===== config.mk =====
export PLATFORM = sky130hd
export DESIGN_NAME = modular_exponentiation_core
export DESIGN_NICKNAME = d
export VERILOG_FILES = /design/src/mexp_pkg.sv /design/src/mexp_mulmod.sv /design/src/modular_exponentiation_core.sv
export SDC_FILE = /design/constraint.sdc
export NUM_CORES = 1
export LEC_CHECK = 0
export BUFFER_PORTS_ARGS = -buffer_cell sky130_fd_sc_hd__buf_2
export CAP_MARGIN = 0
export CORE_MARGIN = 3
export CORE_UTILIZATION = 45
export CTS_BUF_LIST = sky130_fd_sc_hd__clkbuf_8
export CTS_CLUSTER_SIZE = 10
export DETAILED_ROUTE_END_ITERATION = 8
export SYNTH_ARGS = -nofsm -noshare
export SYNTH_HDL_FRONTEND = slang
export SYNTH_SLANG_ARGS = --single-unit

===== constraint.sdc =====
create_clock -name clk -period 7.99 [get_ports clk]
set_clock_uncertainty 0.2 [all_clocks]
set_input_delay 0.3995 -clock clk [delete_from_list [all_inputs] [get_ports clk]]
set_output_delay 0.3995 -clock clk [all_outputs]
set_load 0.1 [all_outputs]

===== src/mexp_pkg.sv =====
// Shared widths, constants and helpers for the modular exponentiation core.
`default_nettype none
package mexp_pkg;

    localparam int BASE_W = 30;
    localparam int EXP_W  = 63;
    localparam int RES_W  = 30;
    // Interleaved product needs two extra bits: 2r + a stays below 3p.
    localparam int WIDE_W = RES_W + 2;

    localparam logic [RES_W-1:0] PRIME   = 30'd1000000007;
    localparam logic [EXP_W-1:0] INV_EXP = 63'd1000000005;

    // One multiplier bit per cycle, most significant first.
    localparam int MUL_STEPS = RES_W;
    localparam int CNT_W     = $clog2(MUL_STEPS);

    function automatic logic [WIDE_W-1:0] sub_if_ge(input logic [WIDE_W-1:0] x);
        logic [WIDE_W-1:0] p_wide;
        p_wide = {2'b00, PRIME};
        return (x >= p_wide) ? (x - p_wide) : x;
    endfunction

endpackage
`default_nettype wire


===== src/mexp_mulmod.sv =====
// Bit-serial interleaved modular multiplier, one multiplier bit per cycle.
`default_nettype none
module mexp_mulmod (
    input  logic                       clk,
    input  logic                       rst_n,
    input  logic                       start,
    input  logic [mexp_pkg::RES_W-1:0] a,
    input  logic [mexp_pkg::RES_W-1:0] b,
    output logic                       done,
    output logic [mexp_pkg::RES_W-1:0] product
);
    import mexp_pkg::*;

    logic [RES_W-1:0]  a_reg;
    logic [RES_W-1:0]  b_reg;
    logic [RES_W-1:0]  r_reg;
    logic [RES_W-1:0]  r_next;
    logic [CNT_W-1:0]  cnt_reg;
    logic              busy_reg;
    logic              done_reg;
    logic [WIDE_W-1:0] sum;
    logic [WIDE_W-1:0] sum_1;
    logic [WIDE_W-1:0] sum_2;

    // r = 2r + a*b_i, then fold back below p with at most two subtractions.
    always_comb
    begin
        sum = {1'b0, r_reg, 1'b0}
            + (b_reg[RES_W-1] ? {2'b00, a_reg} : {WIDE_W{1'b0}});
        sum_1  = sub_if_ge(sum);
        sum_2  = sub_if_ge(sum_1);
        r_next = sum_2[RES_W-1:0];
    end

    always_ff @(posedge clk or negedge rst_n)
    begin
        if (!rst_n)
        begin
            busy_reg <= 1'b0;
            done_reg <= 1'b0;
            cnt_reg  <= '0;
        end
        else
        begin
            // Pulse done on the cycle after the last multiplier bit.
            done_reg <= !start && busy_reg && (cnt_reg == '0);
            if (start)
            begin
                busy_reg <= 1'b1;
                cnt_reg  <= CNT_W'(MUL_STEPS - 1);
            end
            else if (busy_reg)
            begin
                cnt_reg <= cnt_reg - 1'b1;
                if (cnt_reg == '0)
                    busy_reg <= 1'b0;
            end
        end
    end

    always_ff @(posedge clk)
    begin
        if (start)
        begin
            a_reg <= a;
            b_reg <= b;
            r_reg <= '0;
        end
        else if (busy_reg)
        begin
            r_reg <= r_next;
            b_reg <= {b_reg[RES_W-2:0], 1'b0};
        end
    end

    assign done    = done_reg;
    assign product = r_reg;

    a_no_restart: assert property (@(posedge clk) disable iff (!rst_n)
        start |-> !busy_reg)
        else $error("multiplier started while busy");

    a_done_after_busy: assert property (@(posedge clk) disable iff (!rst_n)
        done_reg |-> $past(busy_reg) && !busy_reg)
        else $error("done without a running multiply");

    a_product_reduced: assert property (@(posedge clk) disable iff (!rst_n)
        done_reg |-> (r_reg < PRIME))
        else $error("product not reduced");

endmodule
`default_nettype wire


===== src/modular_exponentiation_core.sv =====
// Top level: square-and-multiply exponentiation modulo 1000000007.
// One item at a time. The core scans the exponent from its low bit and, for each bit,
// runs the square and the conditional multiply on two bit-serial multipliers side by side;
// each multiply works through its operand one bit at a time.
// For an exponent whose bit length is L (0 for a zero exponent, up to 63), the core runs L
// such steps; a modular inverse request uses the exponent p-2, so L = 30.
// The input stalls while an item is at work; the finished residue sits
// in an output register, so the next item is taken while that residue waits to transfer.
`default_nettype none
module modular_exponentiation_core (
    input  logic                        clk,
    input  logic                        rst_n,
    input  logic                        in_valid,
    output logic                        in_stall,
    input  logic                        opcode,
    input  logic [mexp_pkg::BASE_W-1:0] base,
    input  logic [mexp_pkg::EXP_W-1:0]  exponent,
    output logic                        out_valid,
    input  logic                        out_stall,
    output logic [mexp_pkg::RES_W-1:0]  residue
);
    import mexp_pkg::*;

    localparam logic [1:0] S_IDLE = 2'd0;
    localparam logic [1:0] S_STEP = 2'd1;
    localparam logic [1:0] S_MUL  = 2'd2;
    localparam logic [1:0] S_FIN  = 2'd3;

    logic [1:0]        state_reg;
    logic [1:0]        state_next;
    logic              out_valid_reg;
    logic              out_valid_next;
    logic [RES_W-1:0]  residue_reg;
    logic [RES_W-1:0]  acc_reg;
    logic [RES_W-1:0]  sq_reg;
    logic [EXP_W-1:0]  exp_reg;

    logic              in_xfer;
    logic              out_free;
    logic              fin_load;
    logic              mul_start;
    logic              done_acc;
    logic              done_sq;
    logic [RES_W-1:0]  prod_acc;
    logic [RES_W-1:0]  prod_sq;
    logic [WIDE_W-1:0] base_red;

    assign in_stall = (state_reg != S_IDLE);
    assign in_xfer  = in_valid && !in_stall;
    assign out_free = !out_valid_reg || !out_stall;
    assign base_red = sub_if_ge({2'b00, base});

    always_comb
    begin
        state_next = state_reg;
        mul_start  = 1'b0;
        fin_load   = 1'b0;
        case (state_reg)
            S_IDLE:
            begin
                if (in_xfer)
                    state_next = S_STEP;
            end
            S_STEP:
            begin
                if (exp_reg == '0)
                    state_next = S_FIN;
                else
                begin
                    mul_start  = 1'b1;
                    state_next = S_MUL;
                end
            end
            S_MUL:
            begin
                if (done_sq)
                    state_next = S_STEP;
            end
            S_FIN:
            begin
                // Hold the result until the output register is free.
                if (out_free)
                begin
                    fin_load   = 1'b1;
                    state_next = S_IDLE;
                end
            end
            default:
            begin
                state_next = S_IDLE;
            end
        endcase
        out_valid_next = fin_load ? 1'b1 : (out_valid_reg && out_stall);
    end

    always_ff @(posedge clk or negedge rst_n)
    begin
        if (!rst_n)
        begin
            state_reg     <= S_IDLE;
            out_valid_reg <= 1'b0;
        end
        else
        begin
            state_reg     <= state_next;
            out_valid_reg <= out_valid_next;
        end
    end

    always_ff @(posedge clk)
    begin
        if (in_xfer)
        begin
            acc_reg <= RES_W'(1);
            sq_reg  <= base_red[RES_W-1:0];
            exp_reg <= opcode ? INV_EXP : exponent;
        end
        else if (state_reg == S_MUL && done_sq)
        begin
            if (exp_reg[0])
                acc_reg <= prod_acc;
            sq_reg  <= prod_sq;
            exp_reg <= {1'b0, exp_reg[EXP_W-1:1]};
        end
        if (fin_load)
            residue_reg <= acc_reg;
    end

    mexp_mulmod u_mul_acc (
        .clk     (clk),
        .rst_n   (rst_n),
        .start   (mul_start),
        .a       (acc_reg),
        .b       (sq_reg),
        .done    (done_acc),
        .product (prod_acc)
    );

    mexp_mulmod u_mul_sq (
        .clk     (clk),
        .rst_n   (rst_n),
        .start   (mul_start),
        .a       (sq_reg),
        .b       (sq_reg),
        .done    (done_sq),
        .product (prod_sq)
    );

    assign out_valid = out_valid_reg;
    assign residue   = residue_reg;

    a_units_in_step: assert property (@(posedge clk) disable iff (!rst_n)
        done_acc == done_sq)
        else $error("multipliers out of step");

    a_done_in_mul: assert property (@(posedge clk) disable iff (!rst_n)
        done_sq |-> (state_reg == S_MUL))
        else $error("multiply finished outside the multiply state");

    a_busy_after_take: assert property (@(posedge clk) disable iff (!rst_n)
        in_xfer |=> in_stall && (state_reg == S_STEP))
        else $error("item taken but core not running");

    a_exp_done_finishes: assert property (@(posedge clk) disable iff (!rst_n)
        (state_reg == S_STEP && exp_reg == '0) |=> (state_reg == S_FIN))
        else $error("exhausted exponent did not finish");

    a_residue_reduced: assert property (@(posedge clk) disable iff (!rst_n)
        out_valid_reg |-> (residue_reg < PRIME))
        else $error("residue not reduced");

endmodule
`default_nettype wire

# Word level (Yosys, flattened, before mapping)
# Index checks and enable logic that the tools add are counted.
classes:
  n_reduce_logical: 20
  n_mux: 36
  n_eq_ne: 6
  order_cmp: 5
  add_sub_neg: 9
ops:
  columns: ["op", "count"]
  rows:
  - ["two-way mux 30 bit", 11]
  - ["two-way mux 63 bit", 3]
  - [">= comparator 32 x 30 -> 1 bit, second input constant", 4]
  - ["subtractor 30 bit, second input constant", 3]
  - ["adder 31 x 32 -> 32 bit", 2]
  - ["two-way mux 32 bit", 2]
  - ["subtractor 32 x 30 -> 32 bit, second input constant", 2]
  - ["logical NOT 63 bit", 1]
  - [">= comparator 30 bit, second input constant", 1]
  - ["two-way mux 5 bit", 4]
  - ["two-way mux 1 bit", 12]
  - ["logical NOT 5 bit", 2]
  - ["subtractor 5 x 1 -> 5 bit, second input constant", 2]
  - ["one-hot mux 2 bit (4 select lines)", 1]
  - ["nonzero test 2 bit", 4]
  - ["two-way mux 2 bit", 3]
  - ["logical AND 1 bit", 5]
  - ["equality test 2 bit, second input constant", 2]
  - ["logical NOT 1 bit", 4]
  - ["inequality test 2 bit, second input constant", 2]
  - ["AND reduction 3 bit", 1]
  - ["equality test 2 x 1 -> 1 bit, second input constant", 1]
  - ["logical NOT 2 bit", 1]
  - ["inequality test 2 x 1 -> 1 bit, second input constant", 1]
  - ["2 further kinds", 2]
word_totals:
  regBits: 349
  in_bits: 98
  out_inout_bits: 32

# Depth between registers and ports, before layout
logic_depth:
  word_depth: 6
  ltp_mapped: 26

# Hierarchy
# From an unflattened synthesis, not the netlist that was laid out.
hier_totals:
  cells_unflattened: 2460
  hier_area_um2: 23017.1
by_module_without_submodules:
  columns: ["mod", "instances", "cells_each", "area_each_um2"]
  rows:
  - ["mexp_mulmod", 2, 878, 7936.4]
  - ["modular_exponentiation_core", 1, 704, 7144.4]

# Worst setup path before layout
# Ideal clock, no wire load.
synth_path:
  path_type: "reg-to-reg"
  from: "reg u_mul_sq.b_reg[29]"
  to: "reg u_mul_sq.r_reg[3], in the netlist u_mul_sq.product[3]"
  path_stages_with_launch: 23
  synth_period_minus_slack_ns: 5.822
  setup_slack_ns: 2.168
  arrival_ns: 5.535
  path_cell_list: "edfxtp_1 -> clkbuf_1 -> and2_1 -> ha_1 -> inv_1 -> fa_1 -> nor2b_2 -> o2111ai_1 -> a21oi_1 -> o31ai_1 -> a2111o_1 -> a311oi_2 -> nand2_1 -> nand2_1 -> a21oi_4 -> nor4_2 -> o211ai_1 -> or4b_1 -> buf_2 -> a21o_2 -> nand2_1 -> mux2_1 -> o31ai_1"
synth_via:
  elab_chain_cells: 6
  elab_cells_between_ends: 8
  classes_between: "add/sub: 3; order compare: 2; mux: 3"
synth_rtl:
  columns: ["element", "line_no", "text"]
  rows:
  - ["from (decl)", "mexp_mulmod.sv:15", "logic [RES_W-1:0] b_reg;"]
  - ["from (signal assigned)", "mexp_mulmod.sv:72", "b_reg <= {b_reg[RES_W-2:0], 1'b0};"]
  - ["two-way mux 30 bit (*)", "mexp_mulmod.sv:29", "+ (b_reg[RES_W-1] ? {2'b00, a_reg} : {WIDE_W{1'b0}});"]
  - ["adder 31 x 32 -> 32 bit (*)", "mexp_mulmod.sv:29", null]
  - ["subtractor 32 x 30 -> 32 bit or >= comparator 32 x 30 -> 1 bit (tied branches)", "mexp_pkg.sv:21", "return (x >= p_wide) ? (x - p_wide) : x;"]
  - ["two-way mux 32 bit (*)", "mexp_pkg.sv:21", null]
  - ["subtractor 30 bit or >= comparator 32 x 30 -> 1 bit (tied branches)", "mexp_pkg.sv:21", null]
  - ["two-way mux 30 bit (*)", "mexp_pkg.sv:21", null]
  - ["to (signal assigned)", "mexp_mulmod.sv:71", "r_reg <= r_next;"]
  - ["to (decl)", "mexp_mulmod.sv:16", "logic [RES_W-1:0] r_reg;"]
# Every way passes the cells marked *; elsewhere a longest branch is shown, timed or not.
# A chain may end at the register's enable or synchronous reset.

# Worst setup path in the final report
layout_path:
  from: "reg u_mul_sq.b_reg[29]"
  to: "reg u_mul_sq.r_reg[23], in the netlist u_mul_sq.product[23]"
# Same word-level chain as after synthesis.

==> results.sh <==
export IMPL_placement_rows=81
export IMPL_filler_cell_count=4679
export IMPL_initial_core_util_pct=46.0
export IMPL_finalCriticalPeriod_ns=7.40
export IMPL_seq_area_frac_synth_pct=41.8
export IMPL_die_height_um=231
export IMPL_critPathKind="reg2reg"
export IMPL_maxCapViolations=0
export IMPL_floorplan_core_area_um2=49500
export IMPL_synthTopCellsByArea="edfxtp_1, nand2_1, dfxtp_1"
export IMPL_clock_network_latency_to_the_later_pin_of_the_worst_skew_pair_ns=0.64
export IMPL_grt_start_max_net_pins=97
export IMPL_critPathRequiredTime_ns=8.33
export IMPL_antenna_diode_count=0
export IMPL_syn_inst=2611
export IMPL_synth_flop_cell="edfxtp_1"
export IMPL_crit_fanout=29
export IMPL_io_pins=130
export IMPL_worstSetupEndpointType="flip-flop"
export IMPL_summed_negative_setup_slack_over_all_endpoints_ns=0
export IMPL_vias_per_cell=5.91
export IMPL_root_buffer="clkbuf_8"
export IMPL_timing_hold_worst_class="in2reg"
export IMPL_crit_path_start_kind="flip-flop"
export IMPL_route_vias_total=20700
export IMPL_ctsHtreeMaxLevel=2
export IMPL_routabilityCongestion=1.02
export IMPL_yosys_warnings=0
export IMPL_first_global_vias=19800
export IMPL_track_usage_pct=26.2
export IMPL_synth_seq_cells=349
export IMPL_place_hpwl_mm=52.2
export IMPL_timing_final_setup_violations=0
export IMPL_grt_antenna_before_repair=0
export IMPL_synth_most_common_cell="nand2_1"
export IMPL_portBuffers=129
export IMPL_post_route_cells_drive_above_1_share_pct=11.6
export IMPL_total_nets_after_synthesis=2776
export IMPL_clk_pin_slew_ns=0.07
export IMPL_netlist_area_um2=22700
export IMPL_multi_input_gate_area_in_the_final_layout_um2=12600
export IMPL_cts_buffers_inserted=57
export IMPL_synth_cells_most_frequent="nand2_1, edfxtp_1, nor2_1"
export IMPL_cts_sinks=349
export IMPL_register_area_um2=9500
export IMPL_largest_register_ffs=63
export IMPL_clock_tree_from_tritoncts="yes"
export IMPL_die_area_um2=53300
export IMPL_final_max_slew_violation_count=0
export IMPL_worst_ep_arrival_time_ns=7.74
export IMPL_final_util_pct=52.6
export IMPL_status="completed"
export IMPL_final_nets=2957
export IMPL_synth_edff_count=243
export IMPL_initialDrtViolationCount=1893
export IMPL_post_synth_top_area_fraction_pct=32.1
export IMPL_post_route_drc_count=0
export IMPL_route_antenna_remaining_nets=0
export IMPL_die_w_um=231
export IMPL_synthToLayoutAreaGrowth_pct=14.4
export IMPL_rsz_0062_raised_after_global_routing="no"
export IMPL_worst_slew_pin_slew_ns=1.04
export IMPL_globalRoute_totalOverflow=0
export IMPL_clockBufferDepth=3
export IMPL_post_synth_top_area_cell="edfxtp_1"
export IMPL_grt_first_pass_wirelength_mm=112
export IMPL_slew_limit_headroom_pct=30.7
export IMPL_wirelength_mm=71.3
export IMPL_hold_violations=0
export IMPL_syn_area_per_cell_um2=8.71
export IMPL_finalCritPeriodShare_pct=92.6
export IMPL_cts_repair_resize_count=0
export IMPL_synth_async_reset_ratio_pct=4.58
export IMPL_synth_lib_cells_used_distinct=112
export IMPL_dr_pass1_iters=6
export IMPL_wire_per_inst_um=20.4
export IMPL_timing_fmax_mhz=135
## through the flow
step           instances  hold slack (ns)  setup WS [ns]  instance area, um^2
2_1_floorplan       2611          -0.0961           2.17                22700
3_3_place_gp        3309            0.146           1.00                24000
3_5_place_dp        3309            0.146          0.903                24000
4_1_cts             3504          0.00121          0.837                26000
5_1_grt             3504           0.0611          0.200                26000
6_report            3504           0.0499          0.595                26000
## what timing repair did
| item | CTS | global route |
|---|---|---|
| hold buffers | 88 | 0 |
| endpoints found under the hold margin | 101 | 0 |
| setup buffers | 0 | 0 |
## layer usage
| layer | track usage [%] | wire, um | up-vias | share of wire [%] |
|---|---|---|---|---|
| met3 | 3.49 | 4240 | 127 | 5.9 |
| met2 | 41.9 | 32500 | 730 | 46 |
| li1 | - | - | 9902 | - |
| met1 | 37.1 | 32500 | 9961 | 46 |
| met4 | 7.82 | 2070 | 0 | 2.9 |
| met5 | 0 | 0 | - | 0 |
## logic make-up after synthesis
kind of cell / share of synthesized area, %
AOI/OAI and AO/OA: 19.4
and+or+nand+nor: 25.4
xor gates and xnor gates: 5.93
DFF: 41.8
adders and majority gates: 3.75
buffers and inverters: 3.20
muxes: 0.561
## final timing paths
path,from,to,slack (ns),cells past startpoint
setup / recovery,u_mul_sq.b_reg[29],u_mul_sq.product[23],0.59,21
hold / removal,base[6],sq_reg[6],0.05,3
setup reg to reg,u_mul_sq.b_reg[29],u_mul_sq.product[23],0.59,21
hold reg to reg,sq_reg[10],u_mul_sq.a_reg[10],0.25,0
max in group asynchronous,rst_n,out_valid,6.11,4
min in group asynchronous,rst_n,u_mul_sq.cnt_reg[1],0.58,3
## critical path: stages, from the launching register on
cell	delay [ns]
edfxtp_1	0.61
and2_1	0.24
ha_1	0.21
inv_1	0.09
fa_1	0.27
nor2b_2	0.08
o2111ai_1	0.38
a21oi_1	0.25
o31ai_1	0.77
a2111oi_0	0.26
buf_4	0.19
o21ai_0	0.21
a41o_1	0.44
nand2_1	0.17
a21oi_4	0.70
a21oi_1	0.16
xnor2_1	0.25
nor3b_1	0.55
a21o_1	0.55
nor2_1	0.25
o21a_1	0.23
o31ai_1	0.19
## final cells by class
class	instances	area share, %
timing repair buffer	258	7.05
clock buffer	68	3.60
inverter	43	0.630
tap	664	3.19
clock inverter	39	0.798
multi-input combinational	2083	48.2
sequential	349	36.5
## cells in the final DEF, fill, tap and decap left out, drive strengths merged, types with 22 or more instances in the layout
master	n
dfxtp	90
a21oi	171
edfxtp	243
and2	81
nand2	532
inv	57
a21o	37
o21ai	166
nor2	203
xnor2	102
nand4	35
xor2	52
dlygate4sd3	88
nand3b	56
clkinv	23
a211oi	22
a31oi	22
nor4	30
nand3	55
clkbuf	68
nor3	75
buf	170
o211ai	25
ha	65
and3	30
Power is left out: the tool's default activity adds up to more than one toggle a clock period on the data nets, which glitch-free logic cannot reach.
